`src/design/csdd_pkg.sv`:
```
// shared types and constants for the closed syncmer deque detector
package csdd_pkg;

    localparam int MAX_WINDOW  = 64;
    localparam int SLOT_W      = $clog2(MAX_WINDOW);
    localparam int PTR_W       = SLOT_W + 1;
    localparam int HASH_W      = 64;
    localparam int IDX_W       = 32;
    localparam int WLEN_W      = 7;
    localparam int EWIN_W      = $clog2(MAX_WINDOW + 1);
    localparam int QUEUE_DEPTH = 2;
    localparam int QPTR_W      = $clog2(QUEUE_DEPTH);
    localparam int QCNT_W      = $clog2(QUEUE_DEPTH + 1);

    localparam logic [WLEN_W-1:0] WLEN_RESET = WLEN_W'(8);

    typedef struct packed {
        logic [HASH_W-1:0] hash_value;
        logic              new_sequence;
    } in_word_t;

    typedef struct packed {
        logic              is_syncmer;
        logic [HASH_W-1:0] min_hash;
        logic [IDX_W-1:0]  min_position;
    } out_word_t;

    // one classified item handed from front to back
    typedef struct packed {
        logic [HASH_W-1:0] hash_value;
        logic              new_sequence;
        logic [EWIN_W-1:0] win;
    } job_t;

endpackage

```
`src/design/csdd_queue.sv`:
```
// short fifo between the front end and the deque engine
module csdd_queue (
    input  logic           clk,
    input  logic           rst_n,
    input  logic           push,
    input  csdd_pkg::job_t push_job,
    output logic           full,
    input  logic           pop,
    output logic           job_valid,
    output csdd_pkg::job_t job
);

    csdd_pkg::job_t                entry_reg [csdd_pkg::QUEUE_DEPTH];
    logic [csdd_pkg::QPTR_W-1:0]   wr_ptr_reg, wr_ptr_next;
    logic [csdd_pkg::QPTR_W-1:0]   rd_ptr_reg, rd_ptr_next;
    logic [csdd_pkg::QCNT_W-1:0]   count_reg, count_next;
    logic                          do_push, do_pop;

    assign full      = (count_reg == csdd_pkg::QCNT_W'(csdd_pkg::QUEUE_DEPTH));
    assign job_valid = (count_reg != '0);
    assign job       = entry_reg[rd_ptr_reg];
    assign do_push   = push && !full;
    assign do_pop    = pop && job_valid;

    always_comb
    begin
        wr_ptr_next = wr_ptr_reg;
        rd_ptr_next = rd_ptr_reg;
        count_next  = count_reg;
        if (do_push)
        begin
            if (32'(wr_ptr_reg) == csdd_pkg::QUEUE_DEPTH - 1)
                wr_ptr_next = '0;
            else
                wr_ptr_next = wr_ptr_reg + csdd_pkg::QPTR_W'(1);
        end
        if (do_pop)
        begin
            if (32'(rd_ptr_reg) == csdd_pkg::QUEUE_DEPTH - 1)
                rd_ptr_next = '0;
            else
                rd_ptr_next = rd_ptr_reg + csdd_pkg::QPTR_W'(1);
        end
        if (do_push && !do_pop)
            count_next = count_reg + csdd_pkg::QCNT_W'(1);
        else if (do_pop && !do_push)
            count_next = count_reg - csdd_pkg::QCNT_W'(1);
    end

    always_ff @(posedge clk or negedge rst_n)
    begin
        if (!rst_n)
        begin
            wr_ptr_reg <= '0;
            rd_ptr_reg <= '0;
            count_reg  <= '0;
        end
        else
        begin
            wr_ptr_reg <= wr_ptr_next;
            rd_ptr_reg <= rd_ptr_next;
            count_reg  <= count_next;
        end
    end

    always_ff @(posedge clk)
    begin
        if (do_push)
            entry_reg[wr_ptr_reg] <= push_job;
    end

endmodule

```
`config.mk`:
```
export PLATFORM = sky130hd
export DESIGN_NAME = csdd_queue
export DESIGN_NICKNAME = d
export VERILOG_FILES = /design/src/design/csdd_pkg.sv /design/src/design/csdd_queue.sv
export SDC_FILE = /design/constraint.sdc
export NUM_CORES = 1
export LEC_CHECK = 0
export BUFFER_PORTS_ARGS = -buffer_cell sky130_fd_sc_hd__buf_2
export CORE_UTILIZATION = 50
export CTS_CLUSTER_DIAMETER = 100
export CTS_CLUSTER_SIZE = 20
export DETAILED_ROUTE_END_ITERATION = 10
export PLACE_DENSITY = 0.79
export REMOVE_ABC_BUFFERS = 1
export SETUP_SLACK_MARGIN = 0.2
export SYNTH_ARGS = -nofsm -noshare
export SYNTH_HDL_FRONTEND = slang
export SYNTH_SLANG_ARGS = --single-unit
export TNS_END_PERCENT = 100
```
`constraint.sdc`:
```
create_clock -name clk -period 12.2 [get_ports clk]
set_clock_uncertainty 0.1 [all_clocks]
set_input_delay 2.44 -clock clk [delete_from_list [all_inputs] [get_ports clk]]
set_output_delay 2.44 -clock clk [all_outputs]
set_load 0.05 [all_outputs]
```
### After elaboration in Yosys (flattened, before gate mapping)

Memory sizes are Yosys's and may differ from the RTL's.
Cells that the tools add are included.

| word-level totals | value |
|---|---|
| input port bits | 76 |
| word-level logic and storage cells | 24 |
| bits in writable memories | 144 |
| output and inout port bits | 74 |
| register bits | 4 |
| memories | 1 |

| operators by class | value |
|---|---|
| add/subtract/negate cells | 4 |
| mux-type cells | 6 |
| reduce and logical (&&, ||, !) cells | 9 |
| eq/ne operators | 1 |

Memory list:

| memory | depth | width | rd ports | clocked after memory_dff | wr ports | line | RTL |
|---|---|---|---|---|---|---|---|
| entry_reg | 2 | 72 | 1 | 0 | 1 | csdd_queue.sv:13 | `csdd_pkg::job_t entry_reg [csdd_pkg::QUEUE_DEPTH];` |

Operators by type and width:

| cell | number |
|---|---|
| logical AND 1 bit | 4 |
| two-way mux 1 bit | 4 |
| two-way mux 2 bit | 2 |
| nonzero test 2 bit | 2 |
| logical NOT 1 bit | 3 |
| adder 1 bit, second input constant | 2 |
| adder 2 x 1 -> 2 bit, second input constant | 1 |
| == test 2 bit, second input constant | 1 |
| subtractor 2 x 1 -> 2 bit, second input constant | 1 |

### Logic depth before layout (Yosys ltp)

| depth | value |
|---|---|
| depth after elaboration | 7 |
| gate-level depth with buffers | 7 |
| gate-level depth less buffers | 7 |

### Worst setup path before layout

OpenSTA, ideal clock, no wires.

| timing | value |
|---|---|
| kind | in2reg |
| start | in push |
| end | mem entry_reg[0][0] (netlist name), enable pin |
| stages | 2 |
| slack | 6.062 ns |
| data required time | 11.598 ns |
| setup time | 0.502 ns |
| data arrival time | 5.535 ns |
| path buffers | 0 |
| path through | nand2_1 -> nor2_1 |

| between the ends | value |
|---|---|
| cells in the longest elaborated chain, start to end | 3 |

Ends and longest elaborated chain:

| what | line | RTL |
|---|---|---|
| start: declaration | csdd_queue.sv:5 | `input logic push,` |
| logical AND 1 bit | csdd_queue.sv:22 | `assign do_push = push && !full;` |
| two-way mux 1 bit | csdd_queue.sv:68 | `if (do_push)` |
| two-way mux 1 bit (not written as such) | csdd_queue.sv:69 | `entry_reg[wr_ptr_reg] <= push_job;` |
| end: declaration | csdd_queue.sv:13 |  |

Every way passes these cells.

==> run metrics <==
initial antenna violation count=0; sequential standard cell area=0.00443 mm^2; PD cells=295 mW/mm^2; crit path buf inv count=2; cell with the largest stage delay on the worst path=sky130_fd_sc_hd__dfrtp_4; # Post-CTS Setup Buffers=0; mean number of vias per cell=4.84; category of cells accounting for the largest share of critical-path delay=flip-flops; share of cells above drive strength 1=61.7%; count of nets after finishing=482; delay of the slowest critical-path stage=0.92 ns; Post-CTS Hold Fix Bufs=0; post-route core utilization=64.5%; DRT antenna net count=0; width of the die=109 um; area taken by multi-input logic gates=0.00117 mm^2; cell row count=38; xor/xnor cell area share of the yosys netlist=0.762%; first-pass GRT wire length=13400 um; RD Place Congestion=0.668; number of top-level pins=150; most frequent standard cell in the layout excluding fill and tap cells=sky130_fd_sc_hd__buf_2; TritonCTS clock tree=yes; start-to-end type of the worst setup path=flip-flop to output pin; area of the die=0.0119 mm^2; WL per Instance=16.5 um; Num CTS Buffers=17; count of input and output buffers=149; total count of max-transition violations in the final report=0; clock latency reported for the late side of the worst-skew pair=0.40 ns; arrival time at the worst endpoint=2.57 ns; HP Start=count_reg[1]$_DFFE_PN0P_; total half-perimeter wirelength after legalization and detailed placement=5930 um; min cycle time layout=5.11 ns; RSZ-0062 raised after global routing=no; area fraction in and, or, nand and nor cells after synthesis=0.632%; pin count of the biggest net entering global routing=73; result of the run=finished, final reports clean; Slew Limit Headroom=30.5%; global route total overflow=0; Worst-Margin Slew=1.04 ns; deepest clock path buffer count=2; most frequent cells in the layout=149 x sky130_fd_sc_hd__buf_2, 144 x sky130_fd_sc_hd__edfxtp_1, 69 x sky130_fd_sc_hd__mux2_4; max cap viols=0; CP startpoint kind=flip-flop; leakage component of the power=2.87 nW; clock-pin slew reported for the worst setup and hold paths after clock tree synthesis=0.06 ns; Iter 0 DRT Violations=101; number of failing hold endpoints at the final stage=0; launching instance or port of the critical path=rd_ptr_reg$_DFFE_PN0P_; sequential share of the synthesized area=77.0%; per-instance average area after synthesis=23.6 um^2; critical path peak fanout=41; flops & latches, synth=148; cell chosen for the clock root=sky130_fd_sc_hd__clkbuf_16; initial core utilization=52.1%; relative area change from synthesis to final layout=23.8%; Reg2Reg Launch Point=count_reg[0]$_DFFE_PN0P_; Die Ht=109 um; Global Route Usage Sum=15.7%; Core Footprint=0.0110 mm^2; count of H-tree levels built during CTS=4; Worst Path Required=9.66 ns; Hold/Removal Path Class=flip-flop to flip-flop; critical path cell sequence=buf_4 -> mux2_2 -> buf_2; setup violation total in the final timing report=0; count of unresolved DRC violations after routing=0; Fin Setup TNS=0 ns; IR drop worst, VDD=0.253 mV; max FFs per register=144; post-synthesis cell count=243; fraction of the mapped netlist area in compound gates=0%; Post-Route WL=9180 um; main combinational cell family by area after synthesis=multiplexers; Initial DRT Pass Iterations=6; cell types occupying the most area after synthesis=sky130_fd_sc_hd__edfxtp_1 75%, sky130_fd_sc_hd__mux2_4 18%, sky130_fd_sc_hd__buf_12 2.4%; vias in the first global route=2694; Filler cells=771; cell type with the highest aggregate area in the netlist=sky130_fd_sc_hd__edfxtp_1; antenna fix cells=0; synthesized cell area=0.00575 mm^2; total vias in the final route=2698; Sink Count=148; post-cts repair resize count=0; fraction of synthesized area in multiplexers=18.6%; highest attainable clock frequency=196 MHz; sort of element at the end of the critical path=output pin; adder-cell area share of the yosys netlist=0.218%; share of Yosys cell area claimed by the top area cell type=75.3%; number of warnings reported in the yosys synthesis log=0; count of cell types in the netlist=16; period utilisation layout=41.9%
==> report_power, final <==
part / total (W) / switching [W] / internal, W
Sequential: 0.000765 / 0.0000669 / 0.000698
Clock: 0.000489 / 0.000189 / 0.000300
Combinational: 0.000848 / 0.000572 / 0.000276
==> final timing paths <==
kind / to / slack (ns) / cells after the start
max: job[50] / 7.09 / 3
min: count_reg[1]$_DFFE_PN0P_ / 0.38 / 1
max reg2reg: entry_reg[0][26]$_DFFE_PP_ / 9.62 / 4
min reg2reg: count_reg[1]$_DFFE_PN0P_ / 0.38 / 1
max in group asynchronous: rd_ptr_reg$_DFFE_PN0P_ / 10.12 / 1
min in group asynchronous: wr_ptr_reg$_DFFE_PN0P_ / 1.74 / 1
==> metal layers <==
layer,track usage [%],vias to the layer above,routed length [um]
met5,0,-,0
met4,4.86,0,29
met3,5.56,2,458
met2,26.3,88,4820
met1,19.1,1327,3870
li1,-,1281,-
==> through the flow <==
step | hold slack [ns] | std cells | total power, W | area, um^2 | setup slack, ns
after floorplan | 0.356 | 235 | 0.00150 | 5590 | 6.06
after global placement | 0.372 | 526 | 0.00162 | 6550 | 7.48
after detailed placement | 0.380 | 526 | 0.00163 | 6550 | 7.47
after CTS | 0.387 | 558 | 0.00212 | 7120 | 7.03
after global routing | 0.408 | 558 | 0.00218 | 7120 | 6.97
final | 0.384 | 558 | 0.00210 | 7120 | 7.09
==> cells in the mapped netlist, drive strengths merged <==
master  number
mux2        72
and3         1
or2          1
xnor2        3
nand2b       1
nor2         2
buf          8
ha           1
nand2        2
xor2         2
inv          2
dfrtp        4
edfxtp     144
==> area by class of cell <==
class	count	share of cell area, %
sequential	148	62.2
tap	140	2.46
clock inverter	13	1.92
inverter	2	0.106
timing repair buffer	151	10.7
clock buffer	19	6.08
multi-input combinational	85	16.5
==> kinds of logic (layout without fill, tap and decap cells) <==
| family | count (synthesis) | after routing |
|---|---|---|
| buffers and inverters | 10 | 185 |
| xor gates and xnor gates | 5 | 5 |
| adders and majority gates | 1 | 1 |
| muxes | 72 | 72 |
| DFF | 148 | 148 |
| and+or+nand+nor | 7 | 7 |
(Power assumes the default switching activity.)
