<file path="config.mk">
export PLATFORM = sky130hd
export DESIGN_NAME = csdd_front
export DESIGN_NICKNAME = d
export VERILOG_FILES = /design/src/design/csdd_pkg.sv /design/src/design/csdd_front.sv
export SDC_FILE = /design/constraint.sdc
export NUM_CORES = 1
export LEC_CHECK = 0
export ABC_CLOCK_PERIOD_IN_PS = 1400
export BUFFER_PORTS_ARGS = -buffer_cell sky130_fd_sc_hd__clkbuf_2
export CAP_MARGIN = 20
export CELL_PAD_IN_SITES_DETAIL_PLACEMENT = 0
export CELL_PAD_IN_SITES_GLOBAL_PLACEMENT = 2
export CORE_MARGIN = 1.5
export CORE_UTILIZATION = 11
export DETAILED_ROUTE_END_ITERATION = 12
export PLACE_DENSITY = 0.82
export SYNTH_ARGS = -nofsm -noshare
export SYNTH_HDL_FRONTEND = slang
export SYNTH_SLANG_ARGS = --single-unit
</file>
<file path="constraint.sdc">
create_clock -name clk -period 1.4 [get_ports clk]
set_input_delay 0.07 -clock clk [delete_from_list [all_inputs] [get_ports clk]]
set_output_delay 0.07 -clock clk [all_outputs]
set_load 0.005 [all_outputs]
</file>
<file path="src/design/csdd_pkg.sv">
// shared types and constants for the closed syncmer deque detector
package csdd_pkg;

    localparam int MAX_WINDOW  = 64;
    localparam int SLOT_W      = $clog2(MAX_WINDOW);
    localparam int PTR_W       = SLOT_W + 1;
    localparam int HASH_W      = 64;
    localparam int IDX_W       = 32;
    localparam int WLEN_W      = 7;
    localparam int EWIN_W      = $clog2(MAX_WINDOW + 1);
    localparam int QUEUE_DEPTH = 2;
    localparam int QPTR_W      = $clog2(QUEUE_DEPTH);
    localparam int QCNT_W      = $clog2(QUEUE_DEPTH + 1);

    localparam logic [WLEN_W-1:0] WLEN_RESET = WLEN_W'(8);

    typedef struct packed {
        logic [HASH_W-1:0] hash_value;
        logic              new_sequence;
    } in_word_t;

    typedef struct packed {
        logic              is_syncmer;
        logic [HASH_W-1:0] min_hash;
        logic [IDX_W-1:0]  min_position;
    } out_word_t;

    // one classified item handed from front to back
    typedef struct packed {
        logic [HASH_W-1:0] hash_value;
        logic              new_sequence;
        logic [EWIN_W-1:0] win;
    } job_t;

endpackage

</file>
<file path="src/design/csdd_front.sv">
// front end: window register, input handshake and item classification
module csdd_front (
    input  logic                         clk,
    input  logic                         rst_n,
    input  logic                         hash_valid,
    output logic                         hash_ready,
    input  csdd_pkg::in_word_t           hash_word,
    input  logic                         cfg_we,
    input  logic [csdd_pkg::WLEN_W-1:0]  cfg_data,
    input  logic                         queue_full,
    output logic                         job_push,
    output csdd_pkg::job_t               job
);

    logic [csdd_pkg::WLEN_W-1:0] window_length_reg;
    logic [csdd_pkg::EWIN_W-1:0] eff_win;

    always_ff @(posedge clk or negedge rst_n)
    begin
        if (!rst_n)
        begin
            window_length_reg <= csdd_pkg::WLEN_RESET;
        end
        else if (cfg_we)
        begin
            window_length_reg <= cfg_data;
        end
    end

    // zero behaves as one, large values saturate
    always_comb
    begin
        if (window_length_reg == '0)
        begin
            eff_win = csdd_pkg::EWIN_W'(1);
        end
        else if (32'(window_length_reg) > csdd_pkg::MAX_WINDOW)
        begin
            eff_win = csdd_pkg::EWIN_W'(csdd_pkg::MAX_WINDOW);
        end
        else
        begin
            eff_win = csdd_pkg::EWIN_W'(window_length_reg);
        end
    end

    assign hash_ready       = !queue_full;
    assign job_push         = hash_valid && hash_ready;
    assign job.hash_value   = hash_word.hash_value;
    assign job.new_sequence = hash_word.new_sequence;
    assign job.win          = eff_win;

endmodule

</file>
; After elaboration in Yosys (flattened, before gate mapping)
; Index checks and enable logic that the tools add are counted.
[totals]
reg_bits = 7
out_inout_bits = 74
[classes]
order_cmp = 1
muxes = 2
reduce_logical = 3
[ops]
columns = operator, count
row1 = 7-bit 2-to-1 mux, 2
row2 = 7-bit greater-than comparator (second input constant), 1
row3 = 7-bit logical NOT, 1
row4 = 1-bit logical AND, 1
row5 = 1-bit logical NOT, 1

; Longest topological paths before layout
; Gate-level depths: netlist of the first run.
[depth]
word_depth = 3
depth_mapped = 2

; Worst setup path before layout of the first run
; Ideal clock, no wire load.
[synth_path]
path_kind = reg2out
startpoint = register window_length_reg[1] in the netlist's numbering
endpoint = output job[0] in the netlist's numbering
arrival_ns = 0.952
required_ns = 1.330
path_slack_ns = 0.378
path_stages_with_launch = 3
path_buffers = 0
cell_sequence = dfrtp_1 or3_1 o41ai_2
[synth_rtl]
columns = item, line
row1 = from (decl), csdd_front.sv:15  ; logic [csdd_pkg::WLEN_W-1:0] window_length_reg;
row2 = from (signal assigned), csdd_front.sv:22  ; window_length_reg <= csdd_pkg::WLEN_RESET;
row3 = from (signal assigned), csdd_front.sv:26  ; window_length_reg <= cfg_data;
row4 = to (decl), csdd_front.sv:12  ; output csdd_pkg::job_t job

==> flow_summary.toml, run 1 <==
[detailed_routing]
viasPerCell = 2.31
vias = 342
drc = 0
firstDrtPassIters = 2
drt-total-wl_microns = 1390
dr.first_iter.drc_count = 6
drt.antenna.violating_nets = 0
routedWlPerCell_microns = 9.41

[die]
core-area_sq_um = 7250
design.die.area_sq_um = 8000
die_width_microns = 89.4
rows = 31
io_pins = 151
initial_core_util_pct = 11.3
dieHeight_microns = 89.4

[place]
dp_hpwl_microns = 1200
routabilityCongestion = 0.626
placed_cell_area_sq_um = 549
place_ws_ns = 0.126
placedCellCount = 143
numPortBuffers = 20

[layout]
drive_above_1_share_pct = 67.3
largest_reg_flops = 7
area_growth_pct = -24.5
regArea_sq_um = 176
antenna_cells = 0
postLayoutCellArea_sq_um = 621
nFillCells = 855
fin_cells = 148
final_nets = 127
multi_input_area_sq_um = 161
post-route-util_pct = 8.56

[global_route]
antenna_found_initial = 0
grt_pass1_vias = 369
track_usage_pct = 3.57
grt_pass1_wl_microns = 1940
grt_max_degree = 10
grt_remaining_overflow = 0

[sta]
grt_setup_unrepaired = "true"
final-hold-violation-count = 0
period_minus_slack_ns = 1.45
setup_viol = 1
fin_crit_sh_pct = 104
slew_violations = 0
worstMarginPinSlew_ns = 0.315
setup_ws_ns = -0.0519
finalHoldWorstSlack_ns = 0.0834
fin_tns_setup_ns = -0.0519
fmax_ghz = 0.689
finClkSkew_ns = 0
slew_headroom_pct = 79.0

[outcome]
status = "complete, but fails checks"
violations = "setup timing"

[clock_tree]
cts_root_buf = "clkbuf_8"
path_clk_slew_ns = 0.04
cts_tree = "built"
cts_buffers = 3
cts_max_level = 1
clockBufferDepth = 2
insertion_delay_ns = 0.22
cts_sinks = 7

[min_path]
min_from = "cfg_data[2]"
min_path_type = "input port to register"
min_path_cells = 2
min_to = "window_length_reg[2]$_DFFE_PN0P_"

[worst_setup_path]
path_max_fanout = 3
worstSetupPathType = "register to output pin"
start_kind = "register"
worstPathArrival_ns = 1.38
r2r-start = "window_length_reg[6]$_DFFE_PN0P_"
crit_path_end_kind = "output pin"
reg2reg_slack_ns = 0.50
cp.required_ns = 1.33
worst_r2r_path_depth = 1
r2r-end = "window_length_reg[6]$_DFFE_PN0P_"

[pwr]
powerDensity_nw_per_um2 = 1010
total_power_uw = 627
ir_drop_mv = 0.164
leakagePower_nw = 0.258

[synth]
yosysSeqAreaShare_pct = 21.5
synth.avg_cell_area_sq_um = 9.03
ys_warn_count = 0
synthDistinctLibCells = 11
synth-seq-cells = 7
syn_inst = 91
syn_area_sq_um = 822
synth_nets = 168

[run]
maxCapViolCount = 0
[placed cells by master (no fill, tap or decap), drive strengths merged]
master	netlist	layout
dfrtp	6	6
buf	66	1
clkbuf	1	23
or3	1	1
dfstp	1	1
o41ai	1	1
nand2b	1	1
nor2b	6	6
mux2	7	7
dlygate4sd3	0	1
inv	1	1
[cell type report]
cell class              count  share of cell area (%)
well taps                  99                    20.0
repair buffers             21                    17.7
clock buffers               4                    7.26
inverters                   1                   0.605
multi-input cells          16                    26.0
flip-flops and latches      7                    28.4
[worst max-delay path by stage]
stage / startpoint / to / slack, ns
after floorplan: window_length_reg[1]$_DFFE_PN0P_ / job[0] / 0.38
after global placement: window_length_reg[1]$_DFFE_PN0P_ / job[0] / 0.13
after detailed placement: window_length_reg[1]$_DFFE_PN0P_ / job[0] / 0.13
after CTS: window_length_reg[1]$_DFFE_PN0P_ / job[0] / -0.08
after global routing: window_length_reg[1]$_DFFE_PN0P_ / job[0] / -0.11
final: window_length_reg[1]$_DFFE_PN0P_ / job[0] / -0.05
[cells in the mapped netlist]
cell type / count / share of area [%]
buf_2: 1 / 0.61
buf_4: 65 / 59
clkbuf_1: 1 / 0.46
dfrtp_1: 6 / 18
dfstp_2: 1 / 3.2
inv_1: 1 / 0.46
mux2_2: 7 / 9.6
nand2b_1: 1 / 0.76
nor2b_1: 6 / 4.6
o41ai_2: 1 / 2.0
or3_1: 1 / 0.76
[layer usage]
layer | vias to the layer above | part of all wire (%) | GRT usage (%) | routed length (microns)
li1 | 136 | - | - | -
met1 | 159 | 24 | 2.31 | 328
met2 | 25 | 49 | 5.60 | 688
met3 | 22 | 14 | 0.923 | 189
met4 | 0 | 13 | 7.41 | 187
met5 | - | 0 | 0 | 0
[worst max-delay path, cell delays in order (launching register included)]
cell	delay, ns
dfrtp_1	0.37
or3_4	0.40
o41ai_4	0.23
buf_2	0.16
[cell families after synthesis]
| logic type | synth area share (%) |
|---|---|
| AOI/OAI and AO/OA | 1.98 |
| buffers and inverters | 60.9 |
| DFF | 21.5 |
| muxes | 9.59 |
| and+or+nand+nor | 6.09 |
[power by group]
part	internal, mW	leakage [nW]	switching (mW)
Sequential	0.226	0.0807	0.0220
Clock	0.196	0.0228	0.0789
Combinational	0.0631	0.155	0.0407
[repair_timing]
item	CTS	global route
setup endpoints to repair	1	1
hold buffers	1	0
gates resized for setup	2	1
pin swaps	0	0
buffers inserted	0	0
hold endpoints to repair	7	0
(Power assumes the default switching activity.)
==> run 2: changes to the inputs <==
--- a/config.mk
+++ b/config.mk
@@ -9,11 +9,13 @@
 export BUFFER_PORTS_ARGS = -buffer_cell sky130_fd_sc_hd__clkbuf_2
 export CAP_MARGIN = 20
 export CELL_PAD_IN_SITES_DETAIL_PLACEMENT = 0
-export CELL_PAD_IN_SITES_GLOBAL_PLACEMENT = 2
+export CELL_PAD_IN_SITES_GLOBAL_PLACEMENT = 1
 export CORE_MARGIN = 1.5
-export CORE_UTILIZATION = 11
+export CORE_UTILIZATION = 16
 export DETAILED_ROUTE_END_ITERATION = 12
-export PLACE_DENSITY = 0.82
+export PLACE_DENSITY = 0.84
+export REMOVE_ABC_BUFFERS = 1
+export SKIP_CTS_REPAIR_TIMING = 1
 export SYNTH_ARGS = -nofsm -noshare
 export SYNTH_HDL_FRONTEND = slang
 export SYNTH_SLANG_ARGS = --single-unit
==> run 2 against run 1 <==
  * The flow still finishes with violations (setup timing)
  * Sequential power about the same
  * Critical endpoint unchanged
  * Register-to-register slack improved by 0.02 ns
  * Worst setup slack improved by 0.037 ns
  * Utilization increased by 3.1 points
==> flow_summary.toml, run 2 (synthesis results as in run 1) <==
[detailed_routing]
drt.antenna.violating_nets = 0
vias = 445
firstDrtPassIters = 4
dr.first_iter.drc_count = 19
drt-total-wl_microns = 6290
drc = 0
routedWlPerCell_microns = 54.2
viasPerCell = 3.84

[pwr]
ir_drop_mv = 0.236
total_power_uw = 631
powerDensity_nw_per_um2 = 1120
leakagePower_nw = 0.249

[global_route]
grt_remaining_overflow = 0
antenna_found_initial = 0
grt_pass1_wl_microns = 6820
grt_pass1_vias = 393
grt_max_degree = 10
track_usage_pct = 22.0

[worst_setup_path]
r2r-end = "window_length_reg[6]$_DFFE_PN0P_"
worstPathArrival_ns = 1.34
crit_path_end_kind = "output pin"
worst_r2r_path_depth = 1
endpoint = "job[0]"
path_max_fanout = 3
r2r-start = "window_length_reg[6]$_DFFE_PN0P_"
reg2reg_slack_ns = 0.52
crit_path_start = "window_length_reg[1]$_DFFE_PN0P_"
start_kind = "register"
worstSetupPathType = "register to output pin"
cp.required_ns = 1.33

[sta]
finClkSkew_ns = 0
fmax_ghz = 0.707
fin_tns_setup_ns = -0.0146
fin_crit_sh_pct = 101
worstMarginPinSlew_ns = 0.264
setup_ws_ns = -0.0146
final-hold-violation-count = 0
grt_setup_unrepaired = "true"
period_minus_slack_ns = 1.41
finalHoldWorstSlack_ns = 0.0760
setup_viol = 1
slew_headroom_pct = 82.4
slew_violations = 0

[layout]
mostFrequentLayoutCells = "clkbuf_2, mux2_2, nor2b_1, dfrtp_1, clkbuf_8"
post-route-util_pct = 11.6
drive_above_1_share_pct = 65.3
final_nets = 127
fin_cells = 116
area_growth_pct = -31.4
antenna_cells = 0
postLayoutCellArea_sq_um = 564
layout_commonest_cell = "clkbuf_2"
largest_reg_flops = 7

[outcome]
violations = "setup timing"
status = "complete, but fails checks"

[clock_tree]
cts_buffers = 3
cts_tree = "built"
cts_max_level = 1
clockBufferDepth = 2
cts_sinks = 7
path_clk_slew_ns = 0.04
cts_root_buf = "clkbuf_8"
insertion_delay_ns = 0.23

[place]
placedCellCount = 111
routabilityCongestion = 1.02
place_ws_ns = 0.209
numPortBuffers = 20
placed_cell_area_sq_um = 509

[min_path]
min_from = "cfg_data[2]"
min_path_type = "input port to register"

[die]
dieHeight_microns = 74.7
core-area_sq_um = 4850
initial_core_util_pct = 17.0
design.die.area_sq_um = 5580
rows = 25
io_pins = 151
die_width_microns = 74.7

[run]
maxCapViolCount = 0
run 2: layout make-up:
type                       instances  area, sq um
inverter                           1         3.75
clock buffer                       4         45.0
fill                             569         4280
timing repair buffer              21          110
tap                               67         83.8
sequential                         7          176
multi-input combinational         16          145
run 2: worst min-delay path by stage:
stage                                            end  slack, ns  depth (start not counted)
detailed placement  window_length_reg[0]$_DFFE_PN0P_      -0.08                          1
global route        window_length_reg[3]$_DFFE_PN1P_       0.08                          2
CTS                 window_length_reg[2]$_DFFE_PN0P_      -0.32                          1
finish              window_length_reg[2]$_DFFE_PN0P_       0.08                          2
global placement    window_length_reg[0]$_DFFE_PN0P_      -0.08                          1
floorplan           window_length_reg[0]$_DFFE_PN0P_      -0.23                          0
run 2: power breakdown:
part,total [mW],internal (mW),leakage [nW],switching (mW)
Clock,0.288,0.197,0.0228,0.0905
Sequential,0.246,0.226,0.0807,0.0202
Combinational,0.0973,0.0584,0.145,0.0389
Total,0.631,0.482,0.249,0.150
run 2: metal layers:
metal	GRT usage (%)	wire, microns	up-vias
li1	-	-	132
met1	9.93	1170	172
met2	34.9	2880	133
met3	39.8	2190	8
met4	3.43	50	0
met5	0	0	-
run 2: worst max-delay path: stages (launching register included):
cell and delay (ns):
dfrtp_1 0.39, or3_1 0.39, o41ai_2 0.19, buf_2 0.16
==> run 3: changes to the inputs <==
==> constraint.sdc (replaced) <==
create_clock -name clk -period 1.4 [get_ports clk]
set_input_delay 0.14 -clock clk [delete_from_list [all_inputs] [get_ports clk]]
set_output_delay 0.14 -clock clk [all_outputs]
set_load 0.005 [all_outputs]
==> run 3 against run 2 <==
  * The flow still finishes with violations (setup timing)
  * Clock power is 2% lower
  * Utilization is the same
  * Count of clock-buffer cells in the layout did not move
  * Fmax decreased by 3.8%
  * Non-clock buffer count stayed put
  * Register-to-register slack worse by 0.02 ns
  * Combinational power grew 2%
  * Sequential cell count unchanged
  * Power fell by 0.58%
  * Sequential share of layout area unchanged
==> flow_summary.toml, run 3 (synthesis results as in run 1) <==
[outcome]
status = "complete, but fails checks"
violations = "setup timing"

[global_route]
grt_pass1_wl_microns = 6840
track_usage_pct = 21.8
use_met2_pct = 34.3
antenna_found_initial = 0
grt_pass1_vias = 409
grt_busiest_layer = "met3"
use_met3_pct = 40.3
grt.met1_usage_pct = 9.51
grt_max_degree = 10
grt_remaining_overflow = 0

[die]
dieHeight_microns = 74.7
io_pins = 151
core-area_sq_um = 4850
initial_core_util_pct = 17.0
design.die.area_sq_um = 5580
rows = 25
die_width_microns = 74.7

[layout]
postLayoutCellArea_sq_um = 564
area_growth_pct = -31.4
antenna_cells = 0
largest_reg_flops = 7
post-route-util_pct = 11.6
nFillCells = 558
mostFrequentLayoutCells = "clkbuf_2, mux2_2, nor2b_1, dfrtp_1, clkbuf_8"
layout_commonest_cell = "clkbuf_2"
final_nets = 127
drive_above_1_share_pct = 65.3

[run]
maxCapViolCount = 0

[worst_setup_path]
crit_family = "flip-flops"
path_max_fanout = 3
crit_path_end_kind = "output pin"
cp.required_ns = 1.26
r2r-start = "window_length_reg[6]$_DFFE_PN0P_"
cp_slowest_stage_delay_ns = 0.38
slowest_stage = "dfrtp_1"
start_kind = "register"
critPathBufInv = 1
worstPathArrival_ns = 1.33
worstSetupPathType = "register to output pin"
crit_chain = "or3_1, o41ai_2, buf_2"
crit_path_start = "window_length_reg[5]$_DFFE_PN0P_"

[pwr]
ir_drop_mv = 0.220
leakagePower_nw = 0.249
powerDensity_nw_per_um2 = 1110
total_power_uw = 628

[place]
place_ws_ns = 0.144
routabilityCongestion = 0.991
numPortBuffers = 20
placed_cell_area_sq_um = 509

[sta]
setup_ws_ns = -0.0702
grt_setup_unrepaired = "true"
fin_crit_sh_pct = 105
worstMarginPinSlew_ns = 0.290
slew_violations = 0
setup_viol = 1
finClkSkew_ns = 0
final-hold-violation-count = 0
finalHoldWorstSlack_ns = 0.151
period_minus_slack_ns = 1.47
slew_headroom_pct = 80.7
fmax_ghz = 0.680

[clock_tree]
cts_root_buf = "clkbuf_8"
cts_max_level = 1
cts_sinks = 7
path_clk_slew_ns = 0.04
clockBufferDepth = 2
insertion_delay_ns = 0.22
cts_tree = "built"
cts_buffers = 3

[detailed_routing]
routedWlPerCell_microns = 54.3
drc = 0
drt-total-wl_microns = 6290
vias = 448
viasPerCell = 3.86
firstDrtPassIters = 4
dr.first_iter.drc_count = 31
drt.antenna.violating_nets = 0

[min_path]
min_from = "cfg_data[4]"
min_path_type = "input port to register"
-- run 3: cell counts in the layout (fill, tap and decap cells not counted) --
No cell type changed its count.
-- run 3: area by class of cell --
cell class	count	area [sq um]	area share, %
Tap cell	67	83.8	14.9
Inverter	1	3.75	0.665
Timing Repair Buffer	21	110	19.5
Sequential cell	7	176	31.3
Clock buffer	4	45.0	7.98
Multi-Input combinational cell	16	145	25.7
-- run 3: power by group --
group          leakage, nW  internal, mW  switching (mW)  total, mW
Combinational        0.145        0.0585          0.0404     0.0988
Clock               0.0228         0.197          0.0855      0.282
Sequential          0.0807         0.226          0.0204      0.246
-- run 3: per-layer routing --
layer  wire length (microns)  vias to the layer above
met2                    2840                      143
met4                     106                        0
met3                    2320                        8
li1                        -                      133
met1                    1040                      164
met5                       0                        -
-- run 3: through the flow --
step                      cells  setup TNS, ns
after floorplan              24              0
after global placement      111              0
after detailed placement    111              0
after CTS                   115        -0.0986
after global routing        116         -0.108
final                       116        -0.0702
-- run 3: worst paths after layout --
check,end,slack [ns],cells past startpoint
setup / recovery,job[0],-0.07,3
setup reg to reg,window_length_reg[6]$_DFFE_PN0P_,0.50,1
hold / removal,window_length_reg[4]$_DFFE_PN0P_,0.15,2
max in group asynchronous,window_length_reg[3]$_DFFE_PN1P_,0.85,2
min in group asynchronous,window_length_reg[1]$_DFFE_PN0P_,0.31,2
hold reg to reg,window_length_reg[5]$_DFFE_PN0P_,0.53,1
